[src/hw/rtl/sua_pkg.sv]
// ----------------------------------------------------------------------------
// sua_pkg
// Shared widths, codes and token types for the service unit pool allocator.
// ----------------------------------------------------------------------------
package sua_pkg;

    localparam int TIME_W  = 32;  // now_time, 24.8
    localparam int DUR_W   = 24;  // service_time, 16.8
    localparam int UNTIL_W = 33;  // busy-until per unit
    localparam int IDLE_W  = 40;  // idle accumulator per unit
    localparam int TOT_W   = 44;  // pool totals
    localparam int IDX_W   = 3;   // reported unit index
    localparam int CFG_W   = 4;   // active_units register
    localparam int CNT_W   = 7;   // unit counts, covers the largest pool

    localparam logic [CFG_W-1:0] ACTIVE_RST = 4'd8;

    localparam logic REQ_ALLOC   = 1'b0;
    localparam logic REQ_ADVANCE = 1'b1;

    localparam logic [1:0] ST_GRANT = 2'd0;
    localparam logic [1:0] ST_FULL  = 2'd1;
    localparam logic [1:0] ST_ZERO  = 2'd2;
    localparam logic [1:0] ST_ADV   = 2'd3;

    // request token, walks the cell row one cell per cycle
    typedef struct packed {
        logic               valid;
        logic               req_type;
        logic [TIME_W-1:0]  now;
        logic [DUR_W-1:0]   dur;
        logic               granted;
        logic [IDX_W-1:0]   index;
    } sua_req_t;

    // totals token, trails the request token through the cell row
    typedef struct packed {
        logic               valid;
        logic [TOT_W-1:0]   tidle;
        logic [TOT_W-1:0]   tbusy;
    } sua_sum_t;

    typedef struct packed {
        logic [1:0]         status;
        logic [IDX_W-1:0]   index;
        logic [TOT_W-1:0]   tidle;
        logic [TOT_W-1:0]   tbusy;
    } sua_out_t;

    function automatic logic [TOT_W-1:0] sat_add_tot(input logic [TOT_W-1:0] a,
                                                     input logic [TOT_W-1:0] b);
        logic [TOT_W:0] s;
        s = {1'b0, a} + {1'b0, b};
        return s[TOT_W] ? {TOT_W{1'b1}} : s[TOT_W-1:0];
    endfunction

endpackage

[src/hw/rtl/sua_out_fifo.sv]
// ----------------------------------------------------------------------------
// sua_out_fifo
// Two-entry result queue between the cell row and the output stream.
// ----------------------------------------------------------------------------
module sua_out_fifo (
    input  logic              clk,
    input  logic              rst_n,
    input  logic              push,
    input  sua_pkg::sua_out_t push_data,
    output logic              pop_valid,
    input  logic              pop_ready,
    output sua_pkg::sua_out_t pop_data,
    output logic [1:0]        count
);
    import sua_pkg::*;

    sua_out_t   mem [2];
    logic       wr_ptr_reg, wr_ptr_next;
    logic       rd_ptr_reg, rd_ptr_next;
    logic [1:0] count_reg, count_next;
    logic       pop;

    assign pop       = pop_valid && pop_ready;
    assign pop_valid = (count_reg != 2'd0);
    assign pop_data  = mem[rd_ptr_reg];
    assign count     = count_reg;

    always_comb
    begin
        wr_ptr_next = push ? !wr_ptr_reg : wr_ptr_reg;
        rd_ptr_next = pop ? !rd_ptr_reg : rd_ptr_reg;
        count_next  = count_reg + {1'b0, push} - {1'b0, pop};
    end

    always_ff @(posedge clk or negedge rst_n)
    begin
        if (!rst_n)
        begin
            wr_ptr_reg <= 1'b0;
            rd_ptr_reg <= 1'b0;
            count_reg  <= 2'd0;
        end
        else
        begin
            wr_ptr_reg <= wr_ptr_next;
            rd_ptr_reg <= rd_ptr_next;
            count_reg  <= count_next;
        end
    end

    always_ff @(posedge clk)
    begin
        if (push)
        begin
            mem[wr_ptr_reg] <= push_data;
        end
    end

endmodule

[config.mk]
export PLATFORM = sky130hd
export DESIGN_NAME = sua_out_fifo
export DESIGN_NICKNAME = d
export VERILOG_FILES = /design/src/hw/rtl/sua_pkg.sv /design/src/hw/rtl/sua_out_fifo.sv
export SDC_FILE = /design/constraint.sdc
export NUM_CORES = 1
export LEC_CHECK = 0
export BUFFER_PORTS_ARGS = -buffer_cell sky130_fd_sc_hd__buf_2
export CAP_MARGIN = 40
export CORE_UTILIZATION = 45
export DETAILED_ROUTE_END_ITERATION = 7
export PLACE_DENSITY = 0.73
export SLEW_MARGIN = 20
export SYNTH_ARGS = -nofsm -noshare
export SYNTH_HDL_FRONTEND = slang
export SYNTH_SLANG_ARGS = --single-unit
[constraint.sdc]
create_clock -name clk -period 5.08 [get_ports clk]
set_input_delay 0.508 -clock clk [delete_from_list [all_inputs] [get_ports clk]]
set_output_delay 0.508 -clock clk [all_outputs]
set_load 0.005 [all_outputs]
==> run_results.csv <==
group,metric,value,unit
detailed_routing,wl_met2,5.89,mm
clock_network,root_buffer,"clkbuf_16",
global_routing,gr-total-overflow,0,
layout,finalInstanceArea,8630,sq um
clock_network,cts.clk_slew.worst_paths,0.06,ns
worst_setup_path,crit_buf_inv,2,
worst_setup_path,crit_path_start,"rd_ptr_reg",
sta,setup_viol_count_final,0,
worst_setup_path,r2r_slack,3.04,ns
layout,area_growth,24.8,%
sta,worst_pin_slew,0.670,ns
floorplanning,core_area,14800,sq um
worst_setup_path,cp-start-kind,"register",
detailed_routing,dr.pass1.iters,4,
yosys,synth_warnings,0,
clock_network,worstSkewPairLatency,0.41,ns
placed_design,routabilityCongestion,0.694,
sta,hold_viol_final,0,
placed_design,placed_area,8060,sq um
run,maxCapViolations,0,
placed_design,dp_hpwl,7.79,mm
layout,nNetsFinal,611,
floorplanning,start_util,46.9,%
worst_setup_path,arrival,2.14,ns
yosys,synth_top_area_share,80.8,%
detailed_routing,wl_met1,5.05,mm
sta,rsz0062_at_grt,"no",
worst_setup_path,crit_end,"pop_data[9]",
yosys,syn_area,6920,sq um
worst_setup_path,cpPeakStageDelay,0.70,ns
run_status,status,"finished clean",
yosys,synth_seq_cells,190,
worst_setup_path,r2r_end,"mem[1][50]",
floorplanning,io_pins,193,
layout,final_layout_size_suffix_gt1_share,60.6,%
yosys,synth_top_cells_by_area,"edfxtp_1 81%, mux2_2 15%, dfrtp_1 1.4%, buf_6 0.98%, ha_1 0.36%",
worst_setup_path,critical_path_class,"reg -> out",
yosys,synth.distinct_cells,14,
global_routing,grt_pass1_wl,18.6,mm
floorplanning,die_height,126,um
detailed_routing,wl,11.8,mm
clock_network,cts_tree,"yes",
clock_network,htree_levels,4,
sta,fin_skew,0.00677,ns
sta,timing.final.ws_setup,2.43,ns
sta,period_minus_slack,2.65,ns
layout,final_common_cell,"buf_2",
sta,setup_tns,0,ns
layout,layout_common_cells,"192 x buf_2, 186 x edfxtp_1, 93 x mux2_2",
hold_path,min_path_type,"in -> reg",
worst_setup_path,critPathTopFamily,"flip-flops",
clock_network,clockBufferDepth,2,
worst_setup_path,path_cells,"buf_4 > mux2_2 > buf_2",
detailed_routing,drt_iter0_drc,181,
power,power,4.59,mW
global_routing,grt_max_degree,61,
sta,slew-limit-headroom,55.3,%
floorplanning,rows,44,
floorplanning,die_w,126,um
worst_setup_path,reg2reg_depth,2,
clock_network,cts_setup_buffers,0,
yosys,synth_largest_area_cell,"edfxtp_1",
global_routing,track_usage,15.8,%
sta,maxClockFrequency,377,MHz
layout,n_antenna_cell,0,
power,power_leakage,3.26,nW
detailed_routing,highest_layer,"met4",
worst_setup_path,end_kind,"output port",
clock_network,cts.sinks,190,
global_routing,grt_pass1_vias,3721,
yosys,ys_seq_area_share,82.2,%
detailed_routing,drt-wirelength-per-cell,16.7,um
yosys,syn_nets,404,
detailed_routing,routed-via-count,3467,
yosys,synth.avg_cell_area,22.7,sq um
sta,fin_crit_sh,52.2,%
detailed_routing,drtAntennaViolNets,0,
detailed_routing,wl_met3,753,um
clock_network,cts_buffers,17,
worst_setup_path,crit_required,4.57,ns
worst_setup_path,cp_max_fo,35,
detailed_routing,drc_errors,0,
layout,largest_register_ffs,186,
sta,slew_viol_final,0,
clock_network,post_cts_resized,0,
placed_design,portBuffers,192,
yosys,synthCells,305,
power,vdd_drop_max,0.294,mV
worst_setup_path,crit_cells,3,
placed_design,post-place-ws,2.50,ns
global_routing,antenna_found_initial,0,
floorplanning,dieArea,15900,sq um
worst_setup_path,rr_startpoint,"wr_ptr_reg",
worst_setup_path,critical-path-slowest-cell,"dfrtp_4",
power,pwr_density_cell,532,nW/um^2
detailed_routing,vias_per_cell,4.90,
## final cells by class
cell class              instances  area (sq um)
fillers                      1126          6120
flip-flops and latches        190          5690
multi-input cells             103          1140
repair buffers                198          1020
clock buffers                  22           444
well taps                     184           230
clock inverters                 8          93.8
inverters                       2          7.51
## logic make-up (layout without fill, tap and decap cells)
logic type	count (synthesis)	count (layout)	synth area share (%)
adder cells (fa/ha/maj)	2	2	0.362
multiplexers	93	93	15.1
AO/OA/AOI/OAI	1	1	0.109
buffers and inverters	12	230	1.41
AND/OR/NAND/NOR	3	3	0.272
flip-flops	190	190	82.2
XOR/XNOR	4	4	0.507
## Yosys cell counts
library cell	number
o21a_1	1
dfrtp_1	4
buf_6	6
buf_2	3
xor2_1	2
inv_1	2
or2_2	1
buf_4	1
and2_1	1
ha_1	2
nor2b_1	1
xnor2_1	2
mux2_2	93
edfxtp_1	186
## metal layers
metal / vias to the layer above / GRT usage [%]
met5: - / 0
met4: 0 / 5.95
met3: 10 / 5.65
met2: 130 / 26.4
met1: 1700 / 18.9
li1: 1627 / -
## metrics by stage
stage	cells	hold slack, ns	utilization [%]
6_report	707	0.279	58.5
3_5_place_dp	675	0.322	54.6
3_3_place_gp	675	0.314	54.6
2_1_floorplan	305	0.212	-
5_1_grt	707	0.250	58.5
4_1_cts	706	0.252	58.4
## power breakdown
part	total (mW)	switching (mW)	internal (mW)	leakage, nW
logic	1.17	0.553	0.619	1.21
registers	2.20	0.120	2.08	1.79
clock network	1.21	0.499	0.715	0.259
## worst min-delay path by stage
stage	start	to	slack (ns)	cells past startpoint
final	push_data[83]	mem[1][83]	0.28	1
after global routing	push_data[4]	mem[0][4]	0.25	1
after global placement	rst_n	count[0]	0.31	1
after floorplan	rst_n	count[0]	0.21	0
after detailed placement	rst_n	count[1]	0.32	1
after CTS	push_data[83]	mem[1][83]	0.25	1
## what timing repair did
| item | CTS | global route |
|---|---|---|
| endpoints found under the hold margin | 4 | 0 |
| endpoints found under the setup margin | 0 | 0 |
| hold buffers | 1 | 0 |
(Power assumes the default switching activity.)
