--- src/hw/rtl/sua_pkg.sv ---
// ----------------------------------------------------------------------------
// sua_pkg
// Shared widths, codes and token types for the service unit pool allocator.
// ----------------------------------------------------------------------------
package sua_pkg;

    localparam int TIME_W  = 32;  // now_time, 24.8
    localparam int DUR_W   = 24;  // service_time, 16.8
    localparam int UNTIL_W = 33;  // busy-until per unit
    localparam int IDLE_W  = 40;  // idle accumulator per unit
    localparam int TOT_W   = 44;  // pool totals
    localparam int IDX_W   = 3;   // reported unit index
    localparam int CFG_W   = 4;   // active_units register
    localparam int CNT_W   = 7;   // unit counts, covers the largest pool

    localparam logic [CFG_W-1:0] ACTIVE_RST = 4'd8;

    localparam logic REQ_ALLOC   = 1'b0;
    localparam logic REQ_ADVANCE = 1'b1;

    localparam logic [1:0] ST_GRANT = 2'd0;
    localparam logic [1:0] ST_FULL  = 2'd1;
    localparam logic [1:0] ST_ZERO  = 2'd2;
    localparam logic [1:0] ST_ADV   = 2'd3;

    // request token, walks the cell row one cell per cycle
    typedef struct packed {
        logic               valid;
        logic               req_type;
        logic [TIME_W-1:0]  now;
        logic [DUR_W-1:0]   dur;
        logic               granted;
        logic [IDX_W-1:0]   index;
    } sua_req_t;

    // totals token, trails the request token through the cell row
    typedef struct packed {
        logic               valid;
        logic [TOT_W-1:0]   tidle;
        logic [TOT_W-1:0]   tbusy;
    } sua_sum_t;

    typedef struct packed {
        logic [1:0]         status;
        logic [IDX_W-1:0]   index;
        logic [TOT_W-1:0]   tidle;
        logic [TOT_W-1:0]   tbusy;
    } sua_out_t;

    function automatic logic [TOT_W-1:0] sat_add_tot(input logic [TOT_W-1:0] a,
                                                     input logic [TOT_W-1:0] b);
        logic [TOT_W:0] s;
        s = {1'b0, a} + {1'b0, b};
        return s[TOT_W] ? {TOT_W{1'b1}} : s[TOT_W-1:0];
    endfunction

endpackage

--- src/hw/rtl/sua_cell.sv ---
// ----------------------------------------------------------------------------
// sua_cell
// One service unit: holds its state, serves the passing request token and
// adds its share to the passing totals token.
// ----------------------------------------------------------------------------
module sua_cell #(
    parameter int CELL_ID = 0
) (
    input  logic              clk,
    input  logic              rst_n,
    input  logic              active,
    input  sua_pkg::sua_req_t req_in,
    output sua_pkg::sua_req_t req_out,
    input  sua_pkg::sua_sum_t sum_in,
    output sua_pkg::sua_sum_t sum_out
);
    import sua_pkg::*;

    logic                busy_reg, busy_next;
    logic [UNTIL_W-1:0]  until_reg, until_next;
    logic [IDLE_W-1:0]   idle_reg, idle_next;
    logic [UNTIL_W-1:0]  contrib_reg, contrib_next;
    sua_req_t            req_reg, req_next;
    sua_sum_t            sum_reg, sum_next;

    logic [UNTIL_W-1:0]  now_ext;
    logic [UNTIL_W:0]    gap;
    logic                before_now;
    logic [IDLE_W:0]     idle_sum;
    logic [IDLE_W-1:0]   idle_sat;
    logic                serve;
    logic                grant;
    logic                release_unit;

    assign now_ext    = {1'b0, req_in.now};
    // borrow of now - busy_until says busy_until lies after now
    assign gap        = {1'b0, now_ext} - {1'b0, until_reg};
    assign before_now = !gap[UNTIL_W] && (gap[UNTIL_W-1:0] != '0);
    assign idle_sum   = {1'b0, idle_reg} + {{(IDLE_W-UNTIL_W+1){1'b0}}, gap[UNTIL_W-1:0]};
    assign idle_sat   = idle_sum[IDLE_W] ? {IDLE_W{1'b1}} : idle_sum[IDLE_W-1:0];

    assign serve        = req_in.valid && active;
    assign grant        = serve && (req_in.req_type == REQ_ALLOC) && (req_in.dur != '0)
                          && !req_in.granted && (!busy_reg || !gap[UNTIL_W]);
    assign release_unit = serve && (req_in.req_type == REQ_ADVANCE) && before_now;

    always_comb
    begin
        busy_next  = busy_reg;
        until_next = until_reg;
        idle_next  = idle_reg;
        if (release_unit)
        begin
            idle_next  = idle_sat;
            until_next = now_ext;
            busy_next  = 1'b0;
        end
        else if (grant)
        begin
            if (before_now)
            begin
                idle_next = idle_sat;
            end
            busy_next  = 1'b1;
            until_next = now_ext + {{(UNTIL_W-DUR_W){1'b0}}, req_in.dur};
        end
    end

    // busy share from the settled state: busy_until minus idle, floored at zero
    always_comb
    begin
        if ({{(IDLE_W-UNTIL_W){1'b0}}, until_reg} > idle_reg)
        begin
            contrib_next = until_reg - idle_reg[UNTIL_W-1:0];
        end
        else
        begin
            contrib_next = '0;
        end
    end

    always_comb
    begin
        req_next = req_in;
        if (grant)
        begin
            req_next.granted = 1'b1;
            req_next.index   = IDX_W'(CELL_ID);
        end
    end

    always_comb
    begin
        sum_next = sum_in;
        if (sum_in.valid && active)
        begin
            sum_next.tidle = sat_add_tot(sum_in.tidle,
                                         {{(TOT_W-IDLE_W){1'b0}}, idle_reg});
            sum_next.tbusy = sat_add_tot(sum_in.tbusy,
                                         {{(TOT_W-UNTIL_W){1'b0}}, contrib_reg});
        end
    end

    always_ff @(posedge clk or negedge rst_n)
    begin
        if (!rst_n)
        begin
            busy_reg    <= 1'b0;
            until_reg   <= '0;
            idle_reg    <= '0;
            contrib_reg <= '0;
            req_reg     <= '0;
            sum_reg     <= '0;
        end
        else
        begin
            busy_reg    <= busy_next;
            until_reg   <= until_next;
            idle_reg    <= idle_next;
            contrib_reg <= contrib_next;
            req_reg     <= req_next;
            sum_reg     <= sum_next;
        end
    end

    assign req_out = req_reg;
    assign sum_out = sum_reg;

endmodule

--- config.mk ---
export PLATFORM = sky130hd
export DESIGN_NAME = sua_cell
export DESIGN_NICKNAME = d
export VERILOG_FILES = /design/src/hw/rtl/sua_pkg.sv /design/src/hw/rtl/sua_cell.sv
export SDC_FILE = /design/constraint.sdc
export NUM_CORES = 1
export LEC_CHECK = 0
export BUFFER_PORTS_ARGS = -buffer_cell sky130_fd_sc_hd__buf_4
export CAP_MARGIN = 20
export CORE_MARGIN = 1
export CORE_UTILIZATION = 40
export CTS_BUF_LIST = sky130_fd_sc_hd__clkbuf_8
export CTS_CLUSTER_SIZE = 30
export DETAILED_ROUTE_END_ITERATION = 8
export SYNTH_ARGS = -nofsm -noshare
export SYNTH_HDL_FRONTEND = slang
export SYNTH_SLANG_ARGS = --single-unit
export TNS_END_PERCENT = 5
--- constraint.sdc ---
create_clock -name clk -period 5.9 [get_ports clk]
set_clock_uncertainty 0.05 [all_clocks]
set_input_delay 0.295 -clock clk [delete_from_list [all_inputs] [get_ports clk]]
set_output_delay 0.295 -clock clk [all_outputs]
set_load 0.02 [all_outputs]
==> impl_metrics.json <==
{
  "status": "complete, no violations",
  "startpoint_type": "register",
  "post-route-drc-count": 0,
  "worst-endpoint-required_ns": 6.40,
  "r2r_slack_ns": 0.46,
  "p_per_area_nw_per_um2": 538.0,
  "setup_tns_ns": 0,
  "nFillCells": 4506,
  "finalSetupViolations": 0,
  "crit_start": "until_reg[5]$_DFFE_PN0P_",
  "ys_types": 84,
  "post-place-ws_ns": 0.4335,
  "nets": 3083,
  "io_pins": 305,
  "synth_warnings": 0,
  "hold_viol": 0,
  "ctsResizeCount": 0,
  "wl_met2_um": 30090,
  "yosysSeqAreaShare_pct": 32.51,
  "cap_violations": 0,
  "irDropWorstVdd_uv": 225.2,
  "finalMaxSlewViolations": 0,
  "endpoint": "idle_reg[2]$_DFFE_PN0P_",
  "cts_root_buf": "clkbuf_8",
  "avgRoutedWirePerCell_um": 18.90,
  "rsz0062_at_grt": "false",
  "clk_latency_ns": 0.64,
  "drt_iter0_markers": 1038,
  "dieHeight_um": 224.8,
  "cp_max_fo": 26,
  "cts_tree": "done",
  "dieArea_um2": 50540,
  "setup_ws_ns": 0.4590,
  "synth_fp_nets": 2617,
  "syn_inst": 2260,
  "ant_nets": 0,
  "tightest_slew_ns": 0.9905,
  "r2r_cells": 17,
  "drive_above_1_share_pct": 17.37,
  "min_period_over_period_pct": 92.22,
  "cts_sinks": 258,
  "area_growth_pct": 28.70,
  "hpwl_um": 50370,
  "gp_congestion": 0.9721,
  "final_cell_area_um2": 25550,
  "worstHoldPathType": "input port to register",
  "synth_area_per_cell_um2": 8.786,
  "dr_total_vias": 18920,
  "port_buffers": 304,
  "maxSlewHeadroom_pct": 33.52,
  "largest_reg_flops": 89,
  "gr-total-overflow": 0,
  "path_clk_slew_ns": 0.06,
  "routed.top_layer": "met4",
  "dr.pass1.iters": 5,
  "wl_met1_um": 30110,
  "antenna_found_initial": 1,
  "grt.total_usage_pct": 25.25,
  "wl_met3_um": 3418,
  "std_cell_rows": 81,
  "synth_edf_count": 0,
  "min_period_ns": 5.441,
  "endpoint_kind": "register",
  "cts-htree-levels": 2,
  "hold_start": "active",
  "cts_buffer_depth": 3,
  "ys_async_sr_fraction_pct": 100.0,
  "fmax_mhz": 183.8,
  "synth_area_um2": 19860,
  "core_area_um2": 48950,
  "p_leak_nw": 12.25,
  "grt_pass1_wl_um": 101200,
  "vias_per_cell": 5.520,
  "postPlaceCellArea_um2": 22900,
  "critPathKind": "register to register",
  "arrival_ns": 5.94,
  "rr_endpoint": "idle_reg[2]$_DFFE_PN0P_",
  "routed_wl_um": 64780,
  "numCtsBuffers": 50,
  "synth-main-ff-cell": "dfrtp_1",
  "start_util_pct": 40.56,
  "grt_start_max_net_pins": 149,
  "ys_ff_latch": 258,
  "r2r_start": "until_reg[5]$_DFFE_PN0P_",
  "first_global_vias": 18790,
  "fp.dieW_um": 224.8
}
[critical path, stage by stage (launching register included)]
cell	delay, ns
dfrtp_1	0.45
inv_1	0.07
ha_1	0.37
and3_1	0.25
a211oi_1	0.54
o21bai_1	0.21
xor2_1	0.19
ha_1	0.39
nand3_1	0.16
a21boi_0	0.20
o22ai_1	0.19
o41ai_1	0.76
a41oi_1	0.30
a21oi_1	0.23
and2_1	0.23
nand3_2	0.27
buf_12	0.26
a41oi_1	0.21
[synth_stat cells (26+ instances only)]
cell        n  share of area [%]
nand4_1    26               0.82
clkbuf_1   47               0.89
mux2_2     40                2.3
a221o_1    27                1.4
o21bai_1   35                1.3
nand2b_1   29               0.91
inv_1     134                2.5
nor3_1     50                1.3
a21o_1     96                3.6
ha_1      197                 12
nand2_1   196                3.7
nand3_1    51                1.3
o21a_1     30                1.1
xor2_1     60                2.6
o22a_1     42                1.9
a21oi_1   193                4.9
xnor2_1    99                4.4
nor2_1    174                3.3
dfrtp_1   258                 33
o21ai_0   128                3.2
[cells in the final DEF, fill, tap and decap left out, types with 22 or more instances in the layout]
master | Yosys | routed
a21o_1 | 96 | 96
xnor2_1 | 99 | 99
nand2_1 | 196 | 196
mux2_2 | 40 | 40
dlygate4sd3_1 | 0 | 155
nor2_1 | 174 | 174
o21a_1 | 30 | 30
or3_1 | 24 | 24
dfrtp_1 | 258 | 258
clkbuf_8 | 0 | 61
inv_1 | 134 | 143
a21oi_1 | 193 | 192
ha_1 | 197 | 197
nor4_1 | 22 | 22
nand3_1 | 51 | 51
o22a_1 | 42 | 42
a221o_1 | 27 | 27
nor3_1 | 50 | 50
nand4_1 | 26 | 26
buf_4 | 2 | 320
o21ai_0 | 128 | 128
xor2_1 | 60 | 60
o21bai_1 | 35 | 35
nand2b_1 | 29 | 29
[worst min-delay path by stage]
stage	to	slack, ns	cells past startpoint
final	busy_reg$_DFFE_PN0P_	0.07	3
after global routing	busy_reg$_DFFE_PN0P_	0.05	3
after CTS	busy_reg$_DFFE_PN0P_	0.03	3
after detailed placement	sum_out[1]$_DFF_PN0_	0.17	1
after global placement	sum_out[1]$_DFF_PN0_	0.16	1
after floorplan	busy_reg$_DFFE_PN0P_	-0.05	0
[cell type report]
class / instances / area, µm² / share of cell area, %
multi-input combinational: 1804 / 12650 / 49.52
sequential: 258 / 6456 / 25.26
timing repair buffer: 478 / 4009 / 15.69
clock buffer: 61 / 839.6 / 3.285
tap: 664 / 830.8 / 3.251
inverter: 134 / 503.0 / 1.968
clock inverter: 28 / 259.0 / 1.014
antenna: 1 / 2.502 / 0.009792
[cell families (layout without fill, tap and decap cells)]
| logic type | after synthesis | in the layout | share of synthesized area (%) |
|---|---|---|---|
| xor+xnor | 159 | 159 | 7.013 |
| buf+inv | 198 | 701 | 3.900 |
| flops | 258 | 258 | 32.51 |
| fa+ha+maj | 203 | 203 | 13.02 |
| simple gates | 680 | 680 | 16.56 |
| compound gates | 714 | 714 | 24.27 |
| mux | 48 | 48 | 2.722 |
| other cells | 0 | 1 | 0 |
[through the flow]
| step | std cells | utilization (%) | hold WS, ns | total power [mW] |
|---|---|---|---|---|
| final | 3428 | 52.20 | 0.06817 | 13.75 |
| after global placement | 3182 | 46.77 | 0.1635 | 11.51 |
| after detailed placement | 3183 | 46.79 | 0.1717 | 11.60 |
| after global routing | 3427 | 52.20 | 0.05264 | 14.92 |
| after CTS | 3427 | 52.20 | 0.03275 | 13.74 |
| after floorplan | 2260 | - | -0.05059 | 9.235 |
[metal layers]
layer | up-vias | track usage (%)
met3 | 91 | 4.089
li1 | 9222 | -
met4 | 0 | 5.881
met1 | 9045 | 33.91
met5 | - | 0
met2 | 565 | 42.30
[power breakdown]
part           switching, mW  internal, mW  leakage, nW
Combinational           5.23          3.94         8.54
Clock                  0.824          1.15        0.604
Sequential             0.488          2.12         3.11
[repair_timing]
item	CTS	global route
hold endpoints to repair	233	0
hold buffers	155	0
setup buffers	0	0
Power figures use the tool's default switching activity.
